$ cat src/rtl/b64e_pkg.sv
`default_nettype none

package b64e_pkg;

  localparam logic [7:0] PAD_CHAR = 8'h3D;  // '='

  // One encoded byte as handed from the front to the back: up to two
  // alphabet symbols, then '=' padding.
  typedef struct packed {
    logic [5:0] sym0;
    logic [5:0] sym1;
    logic [1:0] nsym;      // 1 or 2 symbols
    logic [1:0] npad;      // 0 to 2 pad characters
    logic       msg_last;  // this byte closes the message
  } b64e_rec_t;

  function automatic logic [7:0] b64_char(input logic [5:0] idx);
    logic [7:0] v;
    v = {2'b00, idx};
    if (idx < 6'd26) begin
      return 8'h41 + v;
    end else if (idx < 6'd52) begin
      return 8'h61 + v - 8'd26;
    end else if (idx < 6'd62) begin
      return 8'h30 + v - 8'd52;
    end else if (idx == 6'd62) begin
      return 8'h2B;
    end else begin
      return 8'h2F;
    end
  endfunction

endpackage

`default_nettype wire

$ cat src/rtl/b64e_front.sv
`default_nettype none

module b64e_front (
  input  wire logic              clk,
  input  wire logic              rst_n,
  input  wire logic [7:0]        in_data_byte,
  input  wire logic              in_last_byte,
  input  wire logic              in_valid,
  output logic                   in_ready,
  input  wire logic              q_full,
  output logic                   q_push,
  output b64e_pkg::b64e_rec_t    q_wdata
);
  import b64e_pkg::*;

  logic [3:0] left_r, left_nxt;
  logic [2:0] held_r, held_nxt;
  logic [1:0] pos_r, pos_nxt;

  logic [3:0] left_c;
  logic [2:0] held_c;
  logic [1:0] nsym_c;
  logic [5:0] sym0_c, sym1_c;
  logic [1:0] pos_new;
  logic [1:0] pad_raw;
  logic [2:0] room;
  logic       accept;

  assign in_ready = !q_full;
  assign accept   = in_valid && !q_full;
  assign q_push   = accept;

  always_comb begin
    sym1_c = 6'd0;
    case (held_r)
      3'd0: begin
        sym0_c = in_data_byte[7:2];
        left_c = {2'b00, in_data_byte[1:0]};
        held_c = 3'd2;
        nsym_c = 2'd1;
      end
      3'd2: begin
        sym0_c = {left_r[1:0], in_data_byte[7:4]};
        left_c = in_data_byte[3:0];
        held_c = 3'd4;
        nsym_c = 2'd1;
      end
      default: begin
        sym0_c = {left_r, in_data_byte[7:6]};
        sym1_c = in_data_byte[5:0];
        left_c = 4'd0;
        held_c = 3'd0;
        nsym_c = 2'd2;
      end
    endcase

    // flush the held bits, zero-padded on the right
    if (in_last_byte && held_c != 3'd0) begin
      sym1_c = (held_c == 3'd2) ? {left_c[1:0], 4'b0000} : {left_c, 2'b00};
      nsym_c = 2'd2;
    end

    pos_new = pos_r + nsym_c;
    pad_raw = 2'd0 - pos_new;
    room    = 3'd4 - {1'b0, nsym_c};

    q_wdata.sym0     = sym0_c;
    q_wdata.sym1     = sym1_c;
    q_wdata.nsym     = nsym_c;
    q_wdata.npad     = 2'd0;
    q_wdata.msg_last = in_last_byte;
    if (in_last_byte) begin
      q_wdata.npad = ({1'b0, pad_raw} < room) ? pad_raw : room[1:0];
    end

    if (in_last_byte) begin
      left_nxt = 4'd0;
      held_nxt = 3'd0;
      pos_nxt  = 2'd0;
    end else begin
      left_nxt = left_c;
      held_nxt = held_c;
      pos_nxt  = pos_new;
    end
  end

  always_ff @(posedge clk) begin
    if (!rst_n) begin
      left_r <= 4'd0;
      held_r <= 3'd0;
      pos_r  <= 2'd0;
    end else if (accept) begin
      left_r <= left_nxt;
      held_r <= held_nxt;
      pos_r  <= pos_nxt;
    end
  end

endmodule

`default_nettype wire

$ cat src/rtl/b64e_fifo.sv
`default_nettype none

module b64e_fifo #(
  parameter int DEPTH = 2
) (
  input  wire logic                   clk,
  input  wire logic                   rst_n,
  input  wire logic                   push,
  input  wire b64e_pkg::b64e_rec_t    wdata,
  output logic                        full,
  input  wire logic                   pop,
  output logic                        empty,
  output b64e_pkg::b64e_rec_t         rdata
);
  import b64e_pkg::*;

  localparam int AW = (DEPTH > 1) ? $clog2(DEPTH) : 1;
  localparam int CW = $clog2(DEPTH + 1);

  b64e_rec_t      mem [DEPTH];
  logic [AW-1:0]  wr_ptr_r, wr_ptr_nxt;
  logic [AW-1:0]  rd_ptr_r, rd_ptr_nxt;
  logic [CW-1:0]  cnt_r, cnt_nxt;
  logic           do_push, do_pop;

  assign full    = (cnt_r == CW'(DEPTH));
  assign empty   = (cnt_r == '0);
  assign do_push = push && !full;
  assign do_pop  = pop && !empty;
  assign rdata   = mem[rd_ptr_r];

  always_comb begin
    wr_ptr_nxt = wr_ptr_r;
    rd_ptr_nxt = rd_ptr_r;
    cnt_nxt    = cnt_r;
    if (do_push) begin
      wr_ptr_nxt = (wr_ptr_r == AW'(DEPTH - 1)) ? '0 : wr_ptr_r + 1'b1;
    end
    if (do_pop) begin
      rd_ptr_nxt = (rd_ptr_r == AW'(DEPTH - 1)) ? '0 : rd_ptr_r + 1'b1;
    end
    if (do_push && !do_pop) begin
      cnt_nxt = cnt_r + 1'b1;
    end else if (do_pop && !do_push) begin
      cnt_nxt = cnt_r - 1'b1;
    end
  end

  always_ff @(posedge clk) begin
    if (!rst_n) begin
      wr_ptr_r <= '0;
      rd_ptr_r <= '0;
      cnt_r    <= '0;
    end else begin
      wr_ptr_r <= wr_ptr_nxt;
      rd_ptr_r <= rd_ptr_nxt;
      cnt_r    <= cnt_nxt;
    end
  end

  always_ff @(posedge clk) begin
    if (do_push) begin
      mem[wr_ptr_r] <= wdata;
    end
  end

endmodule

`default_nettype wire

$ cat src/rtl/b64e_back.sv
`default_nettype none

module b64e_back (
  input  wire logic                   clk,
  input  wire logic                   rst_n,
  input  wire b64e_pkg::b64e_rec_t    q_rdata,
  input  wire logic                   q_empty,
  output logic                        q_pop,
  output logic [7:0]                  out_char,
  output logic                        out_last_char,
  output logic                        out_message_end,
  output logic                        out_valid,
  input  wire logic                   out_ready
);
  import b64e_pkg::*;

  logic [1:0] k_r, k_nxt;
  logic       out_valid_r;
  logic [7:0] out_char_r;
  logic       out_last_char_r;
  logic       out_message_end_r;

  logic [2:0] total;
  logic       last_k;
  logic       load;
  logic [7:0] char_c;

  assign total  = {1'b0, q_rdata.nsym} + {1'b0, q_rdata.npad};
  assign last_k = ({1'b0, k_r} == total - 3'd1);
  assign load   = !out_valid_r || out_ready;
  assign q_pop  = load && !q_empty && last_k;

  always_comb begin
    if (k_r < q_rdata.nsym) begin
      char_c = (k_r == 2'd0) ? b64_char(q_rdata.sym0) : b64_char(q_rdata.sym1);
    end else begin
      char_c = PAD_CHAR;
    end
    k_nxt = last_k ? 2'd0 : k_r + 2'd1;
  end

  always_ff @(posedge clk) begin
    if (!rst_n) begin
      out_valid_r <= 1'b0;
      k_r         <= 2'd0;
    end else if (load) begin
      out_valid_r <= !q_empty;
      if (!q_empty) begin
        k_r <= k_nxt;
      end
    end
  end

  always_ff @(posedge clk) begin
    if (load && !q_empty) begin
      out_char_r        <= char_c;
      out_last_char_r   <= last_k;
      out_message_end_r <= last_k && q_rdata.msg_last;
    end
  end

  assign out_valid       = out_valid_r;
  assign out_char        = out_char_r;
  assign out_last_char   = out_last_char_r;
  assign out_message_end = out_message_end_r;

endmodule

`default_nettype wire

$ cat src/rtl/base64_stream_encoder.sv
// Streaming Base64 encoder, standard alphabet (A-Z, a-z, 0-9, '+', '/').
// Input channel: one raw byte per transfer (in_data_byte) with in_last_byte
// set on the final byte of a message. Every message holds at least one byte.
// Output channel: one ASCII character per transfer (out_char). out_last_char
// marks the final character caused by an input byte; out_message_end marks
// the character that closes the whole message, after any '=' padding.
// Each byte yields one or two alphabet characters; a final byte also flushes
// the held bits and pads with '=' to a multiple of four, up to four in all.
// Throughput: the output register emits one character per cycle while
// the receiver takes them, so a byte yields 1 to 4 characters (4/3 per
// byte on a long message). The front takes a byte every cycle while
// the record queue (QUEUE_DEPTH entries) has room; the single output
// port sets the sustained rate. Reset (rst_n low, synchronous) clears
// the held bits, the character position, the queue and the output valid
// flag; the first byte after reset starts a new message. When the
// receiver stalls, the output register holds its character, the queue
// fills, and then in_ready drops.
`default_nettype none

module base64_stream_encoder #(
  parameter int QUEUE_DEPTH = 2
) (
  input  wire logic       clk,
  input  wire logic       rst_n,
  input  wire logic [7:0] in_data_byte,
  input  wire logic       in_last_byte,
  input  wire logic       in_valid,
  output logic            in_ready,
  output logic [7:0]      out_char,
  output logic            out_last_char,
  output logic            out_message_end,
  output logic            out_valid,
  input  wire logic       out_ready
);
  import b64e_pkg::*;

  b64e_rec_t q_wdata;
  b64e_rec_t q_rdata;
  logic      q_push;
  logic      q_pop;
  logic      q_full;
  logic      q_empty;

  // Front: take a byte, regroup it with the held bits into 6-bit symbols,
  // work out flush and padding, and advance the held-bit state.
  b64e_front u_front (
    .clk          (clk),
    .rst_n        (rst_n),
    .in_data_byte (in_data_byte),
    .in_last_byte (in_last_byte),
    .in_valid     (in_valid),
    .in_ready     (in_ready),
    .q_full       (q_full),
    .q_push       (q_push),
    .q_wdata      (q_wdata)
  );

  // Queue of per-byte records; decouples byte intake from character output.
  b64e_fifo #(
    .DEPTH (QUEUE_DEPTH)
  ) u_fifo (
    .clk   (clk),
    .rst_n (rst_n),
    .push  (q_push),
    .wdata (q_wdata),
    .full  (q_full),
    .pop   (q_pop),
    .empty (q_empty),
    .rdata (q_rdata)
  );

  // Back: step through each record into the output register, one character
  // per cycle unless stalled; drop the record after its last character.
  b64e_back u_back (
    .clk             (clk),
    .rst_n           (rst_n),
    .q_rdata         (q_rdata),
    .q_empty         (q_empty),
    .q_pop           (q_pop),
    .out_char        (out_char),
    .out_last_char   (out_last_char),
    .out_message_end (out_message_end),
    .out_valid       (out_valid),
    .out_ready       (out_ready)
  );

endmodule

`default_nettype wire

$ cat config.mk
export PLATFORM = sky130hd
export DESIGN_NAME = base64_stream_encoder
export DESIGN_NICKNAME = d
export VERILOG_FILES = /design/src/rtl/b64e_pkg.sv /design/src/rtl/b64e_front.sv /design/src/rtl/b64e_fifo.sv /design/src/rtl/b64e_back.sv /design/src/rtl/base64_stream_encoder.sv
export SDC_FILE = /design/constraint.sdc
export NUM_CORES = 1
export LEC_CHECK = 0
export BUFFER_PORTS_ARGS = -buffer_cell sky130_fd_sc_hd__buf_2
export CORE_AREA = 2 2 100 126
export CTS_BUF_LIST = sky130_fd_sc_hd__clkbuf_8
export CTS_CLUSTER_DIAMETER = 100
export DETAILED_ROUTE_END_ITERATION = 8
export DIE_AREA = 0 0 102 128
export SLEW_MARGIN = 20
export SYNTH_ARGS = -nofsm -noshare
export SYNTH_HDL_FRONTEND = slang
export SYNTH_HIERARCHICAL = 1
export SYNTH_SLANG_ARGS = --single-unit
$ cat constraint.sdc
create_clock -name clk -period 6.57 [get_ports clk]
set_clock_uncertainty 0.2 [all_clocks]
set_input_delay 1.314 -clock clk [delete_from_list [all_inputs] [get_ports clk]]
set_output_delay 1.314 -clock clk [all_outputs]
set_load 0.05 [all_outputs]
==> flow_summary.yaml <==
route:
  first_pass_iters: 4
  routed_via_density: 4.72
  postRouteAntennaNets: 0
  drt_iter0_drc: 95
  route.detailed.drc: 0
  routed_wl_um: 6650
  vias: 2428
  wl_per_cell_um: 12.9
worst_setup_path:
  worstPathCellList: "mux2_2 -> inv_1 -> ha_1 -> inv_1 -> ha_1 -> xor2_1 -> nor3_1 -> nor2b_1 -> o21ai_1 -> ha_1 -> or3_1 -> a21boi_1"
  crit_top_cell: "ha_1"
  worstPathArrival_ns: 3.82
  path_max_fanout: 17
  critPathCaptureType: "register"
  slowest_stage: "dfxtp_1"
  start_kind: "register"
  crit_required_ns: 6.63
  path_class: "reg2reg"
  max_stage_delay_ns: 0.80
timing:
  finalSetupViolCount: 0
  layout_min_cycle_time_ns: 3.76
  rsz0062_at_grt: "no"
  tns_ns: 0
  slew_headroom_pct: 49.8
  final_hold_viol_count: 0
  worst_slew_pin_slew_ns: 0.753
  drv_slew: 0
  fin_crit_sh_pct: 57.2
  max_freq_ghz: 0.266
flow_run:
  maxCapViolations: 0
global_routing:
  grt.overflow.total: 0
  antenna_found_initial: 0
  grt_pass1_vias: 2402
  grt_max_degree: 28
  grt_usage_pct: 11.2
  grt_pass1_wl_um: 11500
logic_synthesis:
  ys_seq_area_share_pct: 47.2
  synth_ff_type: "edfxtp_1"
  syn_nets: 355
  yosysTopAreaCell: "edfxtp_1"
  netlist_area_um2: 3470
  synth_edf_count: 44
  synth_cells: 326
  yosys.area.top_type_share_pct: 38.0
  synth_cell_types: 55
  avgSynthCellArea_um2: 10.7
  yosys_register_bits: 60
  ys_async_sr_fraction_pct: 0
  synth.area.top_cells: "edfxtp_1, dfxtp_1, mux2_2, ha_1, a21oi_1"
  yosysWarnings: 6
layout:
  n_antenna_cell: 0
  layout_commonest_cell: "edfxtp_1"
  drive_above_1_share_pct: 20.0
  multiInputGateArea_um2: 1630
  fillers: 1256
  syn2layout_area_growth_pct: 12.5
  finalNetCount: 374
  final-seq-area_um2: 1640
  final_cell_mix: "edfxtp_1, inv_1, buf_2, nand2_1"
  final_cells: 514
worst_hold_path:
  hold_class: "reg2reg"
die:
  io_pins: 25
  core-area_um2: 11900
  rows: 45
  die_h_um: 128
  die_x_um: 102
  dieArea_um2: 13100
  start_util_pct: 29.1
pwr:
  switching_share_pct: 40.0
  leakage_uw: 0.00142
  p_int_uw: 1040
  comb_power_share_pct: 45.3
  power_density_nw_per_um2: 442
  seqPwrFrac_pct: 33.7
  ir_worst_vdd_uv: 118
  power_switching_uw: 691
  power_frac_clock_pct: 21.0
clock_tree:
  numCtsBuffers: 9
  clock_sinks: 60
  cts-resized-gates: 0
  cts_tree: "done"
  cts_root_buf: "clkbuf_8"
  holdBufCountCts: 0
  postCtsSetupRepairBufs: 0
  clk_path_buf_depth: 2
  insertion_delay_ns: 0.33
  htree_levels: 3
  clk_pin_slew_ns: 0.07
run_status:
  outcome: "finished, final reports clean"
place:
  dp_cells: 498
  io_buffer_count: 24
  hpwl_um: 4760
  gp_congestion: 0.861
==> cell type report <==
class / count / area share, %
sequential: 60 / 42.0
multi-input combinational: 225 / 41.6
tap: 164 / 5.25
clock buffer: 10 / 3.52
timing repair buffer: 25 / 3.26
inverter: 24 / 2.30
clock inverter: 6 / 2.05
==> path summary, 6_finish.rpt <==
| path | startpoint | to | slack, ns | cells after the start |
|---|---|---|---|---|
| setup reg to reg | register | u_fifo/cnt_r[1] | 2.81 | 12 |
| hold / removal | u_front/left_r[3] | u_front/left_r[3] | 0.27 | 2 |
| hold reg to reg | u_front/left_r[3] | u_front/left_r[3] | 0.27 | 2 |
| setup / recovery | register | u_fifo/cnt_r[1] | 2.81 | 12 |
==> power groups by stage <==
stage               clock (uW)  combinational (uW)  sequential [uW]
floorplan                    0                 522              700
global placement             0                 768              588
detailed placement           0                 780              591
CTS                        372                 786              583
global route               389                 865              593
finish                     362                 783              581
==> synth_stat cells, drive strengths merged, types with 5 or more instances <==
cell	count
xnor2	9
buf	13
nor2	8
nand3	10
a21boi	11
nand3b	5
a211oi	9
nor2b	5
a21oi	20
nand2b	9
edfxtp	44
dfxtp	16
mux2	18
o21ai	19
nand2	21
mux2i	9
nor3	8
inv	23
ha	16
and2	7
==> worst max-delay path: cells and delay by family, from the launching register on <==
kind                     cells  cell delay (ns)
AND/OR/NAND/NOR              3             0.93
flip-flops                   1             0.80
adder cells (fa/ha/maj)      3             0.80
multiplexers                 1             0.41
AO/OA/AOI/OAI                2             0.25
buffers and inverters        2             0.15
XOR/XNOR                     1             0.14
==> stage by stage <==
step | power, uW | setup WS [ns] | util [%] | cell area (um^2) | hold WS (ns)
floorplan | 1220 | 3.27 | - | 3470 | 0.244
global placement | 1360 | 2.86 | 30.9 | 3690 | 0.266
detailed placement | 1370 | 2.77 | 30.9 | 3690 | 0.265
CTS | 1740 | 2.75 | 32.8 | 3910 | 0.275
global route | 1850 | 2.45 | 32.8 | 3910 | 0.319
finish | 1730 | 2.81 | 32.8 | 3910 | 0.270
==> registers in the layout, indices dropped and copies added, names as in the netlist, named ones only <==
name / cells
u_fifo/wr_ptr_r: 1
u_back/k_r: 2
u_back/out_message_end: 1
u_fifo/rd_ptr_r: 1
u_fifo/cnt_r: 2
u_back/out_valid: 1
u_front/pos_r: 2
u_front/left_r: 4
u_front/held_r: 2
u_back/out_char: 8
u_fifo/mem: 34
u_back/out_last_char: 1
==> per-layer routing <==
metal	up-vias	track usage [%]	wire length [um]	share of wire [%]
met1	1151	13.8	3000	45
met4	0	5.10	137	2.1
met3	12	2.45	207	3.1
met5	-	0	0	0
met2	49	18.6	3300	50
li1	1216	-	-	-
==> logic make-up after synthesis <==
| family | count (synthesis) | share of synthesized area [%] |
|---|---|---|
| flip-flops | 60 | 47.2 |
| AND/OR/NAND/NOR | 90 | 14.9 |
| XOR/XNOR | 12 | 3.03 |
| multiplexers | 27 | 8.43 |
| AO/OA/AOI/OAI | 80 | 14.7 |
| buffers and inverters | 41 | 5.91 |
| adder cells (fa/ha/maj) | 16 | 5.76 |
Power figures use the tool's default switching activity.
